## src/rtl/ediu_pkg.sv

```systemverilog
`timescale 1ns / 1ps
package ediu_pkg;

	localparam int MAX_SCALE_DEF = 6;
	localparam int DIST_W        = 14;
	localparam int SQ_W          = 28;
	localparam int SQ_STAGES     = 7;
	localparam int DIST_LAT      = SQ_STAGES + 2;
	localparam int N_LANES       = 18;
	localparam int Q_DEPTH       = 4;
	localparam int CFG_DW        = 14;
	localparam int CFG_IW        = 8;

	localparam logic [2:0]  SCALE_RST = 3'd2;
	localparam logic [13:0] TOL_RST   = 14'd480;
	localparam logic [11:0] DOM_RST   = 12'd922;
	localparam logic [11:0] STEEP_RST = 12'd563;

	localparam logic [CFG_IW-1:0] REG_SCALE = 8'd0;
	localparam logic [CFG_IW-1:0] REG_TOL   = 8'd1;
	localparam logic [CFG_IW-1:0] REG_DOM   = 8'd2;
	localparam logic [CFG_IW-1:0] REG_STEEP = 8'd3;

	typedef struct packed {
		logic [31:0] pix_up_left;
		logic [31:0] pix_up;
		logic [31:0] pix_up_right;
		logic [31:0] pix_left;
		logic [31:0] pix_center;
		logic [31:0] pix_right;
		logic [31:0] pix_down_left;
		logic [31:0] pix_down;
		logic [31:0] pix_down_right;
	} in_t;

	typedef struct packed {
		logic [31:0] out_color;
		logic [2:0]  out_row;
		logic [2:0]  out_col;
		logic        block_last;
	} out_t;

	typedef struct packed {
		logic [2:0]  n;
		logic [13:0] tol;
		logic [11:0] dom;
		logic [11:0] steep;
	} cfg_t;

	typedef struct packed {
		logic c0;
		logic vs;
		logic hs;
	} flags_t;

	typedef struct packed {
		logic [31:0] h;
		logic [31:0] d;
		logic [31:0] f;
		logic [31:0] j;
		logic [31:0] l;
	} col5_t;

	typedef struct packed {
		col5_t      col;
		flags_t [3:0] fl;
	} qent_t;

	typedef enum logic [1:0] {
		BL_NONE,
		BL_31,
		BL_53,
		BL_71
	} blend_t;

	typedef struct packed {
		logic [SQ_W-1:0] v;
		logic [SQ_W-1:0] r;
	} sq_t;

	function automatic sq_t sq_step(sq_t x, logic [SQ_W-1:0] b);
		sq_t y;
		y = x;
		if (x.v >= x.r + b) begin
			y.v = x.v - (x.r + b);
			y.r = (x.r >> 1) + b;
		end else begin
			y.r = x.r >> 1;
		end
		return y;
	endfunction

endpackage

```

## src/rtl/ediu_fifo.sv

```systemverilog
`timescale 1ns / 1ps
module ediu_fifo #(
	parameter int DEPTH = ediu_pkg::Q_DEPTH
) (
	input  logic             clk,
	input  logic             arst_n,
	input  logic             push,
	input  ediu_pkg::qent_t  din,
	input  logic             pop,
	output ediu_pkg::qent_t  dout,
	output logic             full,
	output logic             empty
);
	import ediu_pkg::*;

	localparam int AW = (DEPTH > 1) ? $clog2(DEPTH) : 1;
	localparam int CW = $clog2(DEPTH + 1);

	qent_t         mem_q [DEPTH];
	logic [AW-1:0] wp_q, rp_q;
	logic [CW-1:0] cnt_q;

	assign full  = cnt_q == CW'(DEPTH);
	assign empty = cnt_q == '0;
	assign dout  = mem_q[rp_q];

	always_ff @(posedge clk) begin
		if (push)
			mem_q[wp_q] <= din;
	end

	always_ff @(posedge clk or negedge arst_n) begin
		if (!arst_n) begin
			wp_q  <= '0;
			rp_q  <= '0;
			cnt_q <= '0;
		end else begin
			if (push)
				wp_q <= (wp_q == AW'(DEPTH - 1)) ? '0 : wp_q + 1'b1;
			if (pop)
				rp_q <= (rp_q == AW'(DEPTH - 1)) ? '0 : rp_q + 1'b1;
			if (push && !pop)
				cnt_q <= cnt_q + 1'b1;
			else if (pop && !push)
				cnt_q <= cnt_q - 1'b1;
		end
	end

	a_no_overflow: assert property (@(posedge clk) disable iff (!arst_n) push |-> !full)
		else $error("queue push while full");
	a_no_underflow: assert property (@(posedge clk) disable iff (!arst_n) pop |-> !empty)
		else $error("queue pop while empty");
	a_cnt_up: assert property (@(posedge clk) disable iff (!arst_n)
		(push && !pop) |=> cnt_q == $past(cnt_q) + 1'b1)
		else $error("queue count did not advance");

endmodule

```

## config.mk

```make
export PLATFORM = sky130hd
export DESIGN_NAME = ediu_fifo
export DESIGN_NICKNAME = d
export VERILOG_FILES = /design/src/rtl/ediu_pkg.sv /design/src/rtl/ediu_fifo.sv
export SDC_FILE = /design/constraint.sdc
export NUM_CORES = 1
export LEC_CHECK = 0
export ABC_CLOCK_PERIOD_IN_PS = 15400
export BUFFER_PORTS_ARGS = -buffer_cell sky130_fd_sc_hd__buf_2
export CAP_MARGIN = 20
export CORE_ASPECT_RATIO = 0.5
export CORE_MARGIN = 2
export CORE_UTILIZATION = 34
export DETAILED_ROUTE_END_ITERATION = 16
export PLACE_DENSITY = 0.63
export RECOVER_POWER = 25
export SYNTH_ARGS = -nofsm -noshare
export SYNTH_HDL_FRONTEND = slang
export SYNTH_SLANG_ARGS = --single-unit
```

## constraint.sdc

```tcl
create_clock -name clk -period 15.4 [get_ports clk]
set_input_delay 0.77 -clock clk [delete_from_list [all_inputs] [get_ports clk]]
set_output_delay 0.77 -clock clk [all_outputs]
set_load 0.005 [all_outputs]
```

==> metrics.yaml <==
run_status: "finished clean"
critical_path_class: "reg -> out"
pwr-share-comb_pct: 25.8
grt_max_degree: 144
critPathMaxStageDelay_ns: 1.09
path_buf_inv: 2
syn_nets: 1119
cts-root-buf: "clkbuf_16"
ant_nets: 0
cts_resized: 0
path_clk_slew_ns: 0.06
grt_pass1_wl_um: 75800
postCtsSetupBuffers: 0
grt_pass1_vias: 11400
worst_slew_pin_slew_ns: 1.04
clkLatencyLatePin_ns: 0.60
cts_tree: "yes"
num_rows: 70
synth_top_area_share_pct: 81.7
met2_usage_pct: 25.2
reg2reg_depth: 5
cp_num_cells: 3
min_path_cells: 1
drive_gt1_share_pct: 37.7
grt-ovfl-total: 0
grt_use_met3_pct: 2.51
routedWlPerCell_um: 22.2
via_per_inst: 4.68
ir_drop_uv: 160
final.setup.tns_ns: 0
syn_inst: 936
drt-total-wl_um: 52300
path_max_fanout: 46
drt_pass1_iterations: 4
critical_path.slowest_cell: "dfrtp_4"
synth-seq-cells: 695
fmax_mhz: 247
met1_usage_pct: 15.3
layout_min_cycle_time_ns: 4.05
cts_made_buffers: 67
ys_seq_area_share_pct: 82.4
synth-async-reset-ratio_pct: 1.01
reg2reg_slack_ns: 11.77
seq_power_share_pct: 46.0
fin_nets: 1508
dpl.hpwl_um: 31200
vias: 11000
report.final.hold_viol_count: 0
crit_chain: "buf_4 -> mux4_2 -> buf_2"
cp.required_ns: 14.63
leakage_nw: 9.74
max-cap-violations: 0
core_um2: 73300
p_clk_share_pct: 28.2
clk_path_buf_depth: 3
startpoint_type: "register"
path_delay_family: "flip-flops"
syn_to_final_growth_pct: 18.6
io_pins: 350
drc: 0
cts_num_sinks: 695
synth_edf_count: 688
maxSlewHeadroom_pct: 30.4
final_core_util_pct: 40.9
syn_area_per_cell_um2: 27.0
switching_share_pct: 27.8
critPathCaptureType: "output port"
drt_iter0_markers: 714
place.gp.congestion: 0.722
busiest_layer: "met2"
timing.final.crit_share_pct: 26.3
skew_ns: 0.0181
synth_cell_types: 21
ys_top_cells_by_count: "edfxtp_1, mux4_2, buf_2"
power.internal_w: 0.00399
final-max-slew-violation-count: 0
cts.hold.buffers_added: 1
antenna_found_initial: 7
yosys-top-cells-area: "edfxtp_1, mux4_2, dfrtp_1, buf_8, buf_6"
fp.dieW_um: 390
setup_viol: 0
yosysMostFrequentCell: "edfxtp_1"
start_util_pct: 34.5
ctsHtreeMaxLevel: 3
yosysWarnings: 0
power.density_nw_per_um2: 184
yosys.area.top_type: "edfxtp_1"
grt_usage_pct: 13.4
rsz0062_at_grt: "false"
die_h_um: 197
switchingPower_w: 0.00153
synthesis.area_um2: 25300
arrival_ns: 3.28
io_buffers: 349
worstHoldPathType: "in -> reg"
dominantRegCellSynth: "edfxtp_1"
design.die.area_um2: 76700
layout make-up:
cell class,instances,area (um^2)
Antenna cell,4,10.0
Clock buffer,81,1780
Clock inverter,38,292
Fill cell,6381,43300
Inverter,4,15.0
Multi-Input combinational cell,198,4110
Sequential cell,695,20800
Tap cell,972,1220
Timing Repair Buffer,359,1730
power groups by stage:
| stage | sequential [W] | combinational (W) | clock [W] |
|---|---|---|---|
| 2_1_floorplan | 0.00256 | 0.000949 | 0 |
| 3_3_place_gp | 0.00258 | 0.00148 | 0 |
| 3_5_place_dp | 0.00259 | 0.00148 | 0 |
| 4_1_cts | 0.00255 | 0.00148 | 0.00160 |
| 5_1_grt | 0.00257 | 0.00153 | 0.00167 |
| 6_report | 0.00254 | 0.00142 | 0.00156 |
layout by cell type, fill, tap and decap left out:
cell           netlist  final
nor3b_1              1      1
clkinv_8             0      2
ha_1                 6      6
mux4_2             172    172
clkinvlp_4           0      4
clkbuf_8             0      1
buf_4                1      5
xor2_1               2      2
buf_12               1      4
clkbuf_16            0     69
nand2_1              2      2
and2_4               0      4
nor3_1               1      1
o21ai_0              2      2
mux2_2               3      3
xnor2_1              1      1
inv_1                4      4
bufinv_16            0      3
dfrtp_1              7      5
fa_1                 1      1
diode_2              0      4
inv_6                0      3
clkinv_1             0     14
clkbuf_1             8    126
dfrtp_4              0      2
dlygate4sd3_1        0      1
edfxtp_1           688    688
nor2_1               3      3
clkinv_2             0     12
buf_2               11    234
through the flow:
stage               std cells  hold WS (ns)  instance area, um^2  setup WS, ns  total power, W
floorplan                 936         0.456                25300         10.16         0.00351
global placement         2227         0.472                28000         11.39         0.00406
detailed placement       2227         0.474                28000         11.39         0.00407
CTS                      2347         0.342                30100         11.18         0.00563
global route             2350         0.375                30000         11.02         0.00577
finish                   2351         0.397                30000         11.35         0.00552
sequential cells by signal, indices dropped and copies added, names as in the netlist:
name,flops
mem_q,688
cnt_q,3
rp_q,2
wp_q,2
metal layers:
layer	up-vias	share of wire, %	wire length, um
met1	5923	38	19600
li1	4863	-	-
met3	84	2.7	1420
met2	126	57	30000
met5	-	0.025	13
met4	2	2.4	1230
kinds of logic after synthesis:
logic type,after synthesis,synth area share [%]
DFF,695,82.4
muxes,175,15.4
AOI/OAI and AO/OA,2,0.0396
adders and majority gates,7,0.376
and+or+nand+nor,11,0.223
xor gates and xnor gates,3,0.104
buffers and inverters,43,1.45
final timing paths:
| kind | start | to |
|---|---|---|
| worst max register to register | wp_q[1]$_DFFE_PN0P_ | mem_q[1][72]$_DFFE_PP_ |
| worst min register to register | cnt_q[2]$_DFFE_PN0P_ | cnt_q[2]$_DFFE_PN0P_ |
| worst max-delay path | rp_q[0]$_DFFE_PN0P_ | dout[158] |
| min in group asynchronous | arst_n | cnt_q[2]$_DFFE_PN0P_ |
| worst min-delay path | din[9] | mem_q[3][9]$_DFFE_PP_ |
| max in group asynchronous | arst_n | rp_q[0]$_DFFE_PN0P_ |
Note: power is estimated with default switching activity, not from simulation.
