==> src/rtl/ediu_pkg.sv <==
`timescale 1ns / 1ps
package ediu_pkg;

	localparam int MAX_SCALE_DEF = 6;
	localparam int DIST_W        = 14;
	localparam int SQ_W          = 28;
	localparam int SQ_STAGES     = 7;
	localparam int DIST_LAT      = SQ_STAGES + 2;
	localparam int N_LANES       = 18;
	localparam int Q_DEPTH       = 4;
	localparam int CFG_DW        = 14;
	localparam int CFG_IW        = 8;

	localparam logic [2:0]  SCALE_RST = 3'd2;
	localparam logic [13:0] TOL_RST   = 14'd480;
	localparam logic [11:0] DOM_RST   = 12'd922;
	localparam logic [11:0] STEEP_RST = 12'd563;

	localparam logic [CFG_IW-1:0] REG_SCALE = 8'd0;
	localparam logic [CFG_IW-1:0] REG_TOL   = 8'd1;
	localparam logic [CFG_IW-1:0] REG_DOM   = 8'd2;
	localparam logic [CFG_IW-1:0] REG_STEEP = 8'd3;

	typedef struct packed {
		logic [31:0] pix_up_left;
		logic [31:0] pix_up;
		logic [31:0] pix_up_right;
		logic [31:0] pix_left;
		logic [31:0] pix_center;
		logic [31:0] pix_right;
		logic [31:0] pix_down_left;
		logic [31:0] pix_down;
		logic [31:0] pix_down_right;
	} in_t;

	typedef struct packed {
		logic [31:0] out_color;
		logic [2:0]  out_row;
		logic [2:0]  out_col;
		logic        block_last;
	} out_t;

	typedef struct packed {
		logic [2:0]  n;
		logic [13:0] tol;
		logic [11:0] dom;
		logic [11:0] steep;
	} cfg_t;

	typedef struct packed {
		logic c0;
		logic vs;
		logic hs;
	} flags_t;

	typedef struct packed {
		logic [31:0] h;
		logic [31:0] d;
		logic [31:0] f;
		logic [31:0] j;
		logic [31:0] l;
	} col5_t;

	typedef struct packed {
		col5_t      col;
		flags_t [3:0] fl;
	} qent_t;

	typedef enum logic [1:0] {
		BL_NONE,
		BL_31,
		BL_53,
		BL_71
	} blend_t;

	typedef struct packed {
		logic [SQ_W-1:0] v;
		logic [SQ_W-1:0] r;
	} sq_t;

	function automatic sq_t sq_step(sq_t x, logic [SQ_W-1:0] b);
		sq_t y;
		y = x;
		if (x.v >= x.r + b) begin
			y.v = x.v - (x.r + b);
			y.r = (x.r >> 1) + b;
		end else begin
			y.r = x.r >> 1;
		end
		return y;
	endfunction

endpackage

==> src/rtl/ediu_back.sv <==
`timescale 1ns / 1ps
module ediu_back (
	input  logic             clk,
	input  logic             arst_n,
	input  logic [2:0]       n,
	input  ediu_pkg::qent_t  head,
	input  logic             head_valid,
	output logic             pop,
	output logic             out_valid,
	input  logic             out_ready,
	output ediu_pkg::out_t   out_data
);
	import ediu_pkg::*;

	logic [2:0]  e;
	logic [2:0]  r_q, c_q;
	logic        fire, last;
	blend_t      sel;
	logic [31:0] x_c, color_c;
	logic [3:0]  w_c;
	logic        out_vld_q;
	out_t        out_q;

	assign e         = n - 3'd1;
	assign last      = (r_q == e) && (c_q == e);
	assign fire      = head_valid && (!out_vld_q || out_ready);
	assign pop       = fire && last;
	assign out_valid = out_vld_q;
	assign out_data  = out_q;

	// later corners override earlier ones
	always_comb begin
		logic        top, left;
		logic [2:0]  rc, r1, r2, cc, c1, c2;
		logic [31:0] xk;
		sel = BL_NONE;
		x_c = head.col.d;
		for (int k = 0; k < 4; k++) begin
			top  = (k < 2);
			left = (k == 0) || (k == 2);
			rc   = top ? 3'd0 : e;
			r1   = top ? 3'd1 : e - 3'd1;
			r2   = top ? 3'd2 : e - 3'd2;
			cc   = left ? 3'd0 : e;
			c1   = left ? 3'd1 : e - 3'd1;
			c2   = left ? 3'd2 : e - 3'd2;
			case (k)
				0:       xk = head.col.d;
				1:       xk = head.col.f;
				2:       xk = head.col.j;
				default: xk = head.col.l;
			endcase
			if (head.fl[k].c0 && r_q == rc && c_q == cc) begin
				sel = BL_31;
				x_c = xk;
			end
			if (head.fl[k].vs && c_q == cc) begin
				if (r_q == r1) begin
					sel = (n == 3'd3) ? BL_71 : BL_53;
					x_c = xk;
				end else if (n != 3'd3 && r_q == r2) begin
					sel = BL_71;
					x_c = xk;
				end
			end
			if (head.fl[k].hs && r_q == rc) begin
				if (c_q == c1) begin
					sel = (n == 3'd3) ? BL_71 : BL_53;
					x_c = xk;
				end else if (n != 3'd3 && c_q == c2) begin
					sel = BL_71;
					x_c = xk;
				end
			end
		end
	end

	always_comb begin
		logic [10:0] acc;
		case (sel)
			BL_31:   w_c = 4'd6;
			BL_53:   w_c = 4'd5;
			BL_71:   w_c = 4'd7;
			default: w_c = 4'd8;
		endcase
		color_c = {8'hFF, 24'b0};
		for (int s = 0; s < 3; s++) begin
			acc = 11'(head.col.h[s*8 +: 8]) * 11'(w_c)
				+ 11'(x_c[s*8 +: 8]) * 11'(4'd8 - w_c);
			color_c[s*8 +: 8] = acc[10:3];
		end
		if (sel == BL_NONE)
			color_c = head.col.h;
	end

	always_ff @(posedge clk) begin
		if (fire)
			out_q <= '{out_color: color_c, out_row: r_q, out_col: c_q, block_last: last};
	end

	always_ff @(posedge clk or negedge arst_n) begin
		if (!arst_n) begin
			out_vld_q <= 1'b0;
			r_q       <= '0;
			c_q       <= '0;
		end else begin
			if (fire) begin
				out_vld_q <= 1'b1;
				if (c_q == e) begin
					c_q <= '0;
					r_q <= (r_q == e) ? 3'd0 : r_q + 3'd1;
				end else begin
					c_q <= c_q + 3'd1;
				end
			end else if (out_ready) begin
				out_vld_q <= 1'b0;
			end
		end
	end

	a_pop_at_end: assert property (@(posedge clk) disable iff (!arst_n)
		pop |=> (r_q == 3'd0 && c_q == 3'd0))
		else $error("block pointer not rewound after last beat");
	a_pos_in_block: assert property (@(posedge clk) disable iff (!arst_n)
		head_valid |-> (r_q <= e && c_q <= e))
		else $error("pixel position outside block");

endmodule
==> config.mk <==
export PLATFORM = sky130hd
export DESIGN_NAME = ediu_back
export DESIGN_NICKNAME = d
export VERILOG_FILES = /design/src/rtl/ediu_pkg.sv /design/src/rtl/ediu_back.sv
export SDC_FILE = /design/constraint.sdc
export NUM_CORES = 1
export LEC_CHECK = 0
export BUFFER_PORTS_ARGS = -buffer_cell sky130_fd_sc_hd__buf_4
export CORE_ASPECT_RATIO = 1.5
export CORE_MARGIN = 1
export CORE_UTILIZATION = 50
export DETAILED_ROUTE_END_ITERATION = 6
export PLACE_DENSITY = 0.74
export SLEW_MARGIN = 5
export SYNTH_ARGS = -nofsm -noshare
export SYNTH_HDL_FRONTEND = slang
export SYNTH_SLANG_ARGS = --single-unit
==> constraint.sdc <==
create_clock -name clk -period 25.4 [get_ports clk]
set_input_delay 0 -clock clk [delete_from_list [all_inputs] [get_ports clk]]
set_output_delay 0 -clock clk [all_outputs]
set_load 0.02 [all_outputs]
==> impl_results.md <==
- Slew @ Worst Pin: roughly 1000 ps
- Multi-input logic area: a little under 8000 um2
- Status: complete, no violations
- Relative slew slack: 0.318
- Worst-path clk slew: about 90 ps
- Seq/Total Area, Yosys: 0.131
- Most Crowded Layer GR: met2
- Initial Util: 0.507
- Mapped Area: around 10000 um2
- Setup bufs post-CTS: 0
- Slowest stage delay, CP: approximately 730 ps
- Yosys Warn Count: 0
- Largest net degree at the start of global routing: a little over 50
- Placer congestion estimate: just over 0.9
- Met1 usage: 0.262
- MaxCap Viol Count: 0
- Period minus WS final: just under 10000 ps
- Crit path top cell by count: inv_1
- Layout cell share with drive strength beyond 1: 0.197
- Fin crit share: 0.387
- Grt ovf: 0
- Synth cell count leaders: inv_1 (240), fa_1 (159), nor2_1 (102)
- Setup TNS: 0 ps
- Element type at the critical path end: flip-flop
- Synth Area in Simple Gates: 0.157
- First-pass GRT wire length: between 40000 and 50000 um
- Final WL: approximately 25000 um
- FMAX: roughly 100 MHz
- Routed len/inst: about 16 um
- Worst clock skew: about 17 ps
- HPWL after DPL: around 20000 um
- Port Buffers: 187
- Hold crit path type: primary input to flip-flop
- Mean Syn Cell Area: 9.15 um2
- Core ar.: slightly above 20000 um2
- RSZ-0062 raised after global routing: no
- Antenna cells: 0
- Worst-Skew Late Latency: between 300 and 400 ps
- Final setup vio count: 0
- Final nets: approximately 1700
- Arrival time worst endpoint: approximately 10000 ps
- Clock root cell: clkbuf_16
- Synth area leaders: fa_1 (31%), edfxtp_1 (11%), ha_1 (11%), inv_1 (8.7%), nor2_1 (3.7%)
- Slowest-stage cell, CP: nor2_1
- Vias: around 8100
- Largest family of logic cells by synthesized area: adder cells
- Critical path type: flip-flop to flip-flop
- Synthesized netlist net count: ~1600
- Post-synth cell types: 66
- Number of global-route vias before repair: roughly 8600
- Required @ worst endpoint: approximately 26000 ps
- Final Slew Violations: 0
- GRT Util Overall: 0.248
- Number of synthesized register bits: 46
- Synth Area in Adders: 0.422
- CTS tree: done
- Die width: 119 um
- Sequential Area: between 1000 and 1500 um2
- Mux contribution to synthesized area: 0.0518
- Post-synth EDFFs: 39
- Synth Area in Compound Gates: 0.0754
- Area leader, netlist: fa_1
- Max H-tree Level: 2
- Hold Vio Cnt, Final: 0
- Area growth from synthesis to layout: 18.3%
- CTS Sinks: 46
- DR iter-0 viols: 457
- Synth top area share: 0.309
- Fill count: roughly 1800
- IO Count: 220
- Most frequent cell after synthesis: inv_1
- Total clock buffers created by CTS: 5
- Average via count per standard cell: 5.16
- Met2 Usage GRT: 0.500
- Max Buffers Root-to-Sink: 2
- Crit Path Max Fanout: 25
- Die area: around 21000 um2
- Number of antenna violations at the first check in global routing: 0
- Mapped Cells: approximately 1100
- # DRC: 0
- Met3 usage in global routing: 0.0212
- Drt pass-1 iters: 4
- Post-DRT Antenna Nets: 0
- Post-synth top flop: edfxtp_1
- XOR/XNOR Fraction of Synth Area: 0.0581
- Ys async rst share: 0.152
- Rows: between 60 and 70
- Die Span Y: approximately 180 um
- Type of origin of the critical path: flip-flop
[final timing paths]
path                            from      endpoint  slack (ps)  cells past startpoint
max in group asynchronous     arst_n        c_q[0]       25240                      2
min in group asynchronous     arst_n        c_q[2]          20                      2
hold reg to reg               c_q[1]   out_data[2]         660                      0
setup reg to reg              r_q[1]  out_data[14]       15560                     36
hold / removal             head[160]  out_data[27]           6                      3
setup / recovery              r_q[1]  out_data[14]       15560                     36
[cells in the final DEF, fill, tap and decap left out, drive strengths merged, types with 2 or more instances in the layout]
master,count
nor3b,2
nand2b,32
a21o,6
o21ai,29
fa,159
xnor3,3
xor2,12
mux2i,27
clkbuf,5
dlygate4sd3,11
nor4b,2
nor2,102
a21oi,36
xnor2,43
nor3,5
o211ai,4
o21bai,3
or2,21
and3,4
clkinv,2
nand3,12
and2,43
o31a,2
nor2b,10
a211oi,19
dfrtp,7
mux2,17
o31ai,3
nand4,9
edfxtp,39
buf,193
nand2,82
a31oi,6
inv,241
ha,93
[metrics by stage]
stage	util	hold WS, ps	std cells	setup slack (ps)	instance area [um2]
4_1_cts	0.599	9.76	1565	15490	12200
5_1_grt	0.599	39.3	1565	14870	12200
3_3_place_gp	0.586	-184	1546	15630	11900
2_1_floorplan	-	-296	1127	16910	10300
6_report	0.599	5.59	1565	15560	12200
3_5_place_dp	0.586	-182	1546	15490	11900
[sequential cells by signal (all words and copies together) (netlist names)]
signal     count
out_valid      1
c_q            3
r_q            3
out_data      39
[logic make-up after synthesis]
logic type	count (synthesis)
multiplexers	44
adder cells (fa/ha/maj)	252
flip-flops	46
buffers and inverters	279
AND/OR/NAND/NOR	328
XOR/XNOR	59
AO/OA/AOI/OAI	119
[worst max-delay path: cells and delay by family (launching register included)]
kind                       cells  cell delay (ps)
adders and majority gates      9             3410
and+or+nand+nor                7             2360
DFF                            1              530
AOI/OAI and AO/OA              9             1490
buffers and inverters          9             1300
xor gates and xnor gates       2              580
[cell type report]
cell class	count	area share
clock buffer	5	0.0103
clock inverter	3	0.00359
inverter	241	0.0742
multi-input combinational	802	0.647
sequential	46	0.110
tap	264	0.0271
timing repair buffer	204	0.128
[layer usage]
metal / share of wire / wire length [um] / vias up
met5: 0 / 0 / -
met1: 0.37 / 9000 / 3998
met3: 0.034 / 847 / 44
met2: 0.57 / 14100 / 190
li1: - / - / 3849
met4: 0.029 / 717 / 0
[repair_timing]
item,4_1_cts,5_1_grt
hold buffers,11,0
gates resized for setup,0,0
endpoints found under the setup margin,0,0
endpoints found under the hold margin,16,0
Power is left out: the tool's default activity adds up to more than one toggle a clock period on the data nets, which glitch-free logic cannot reach.
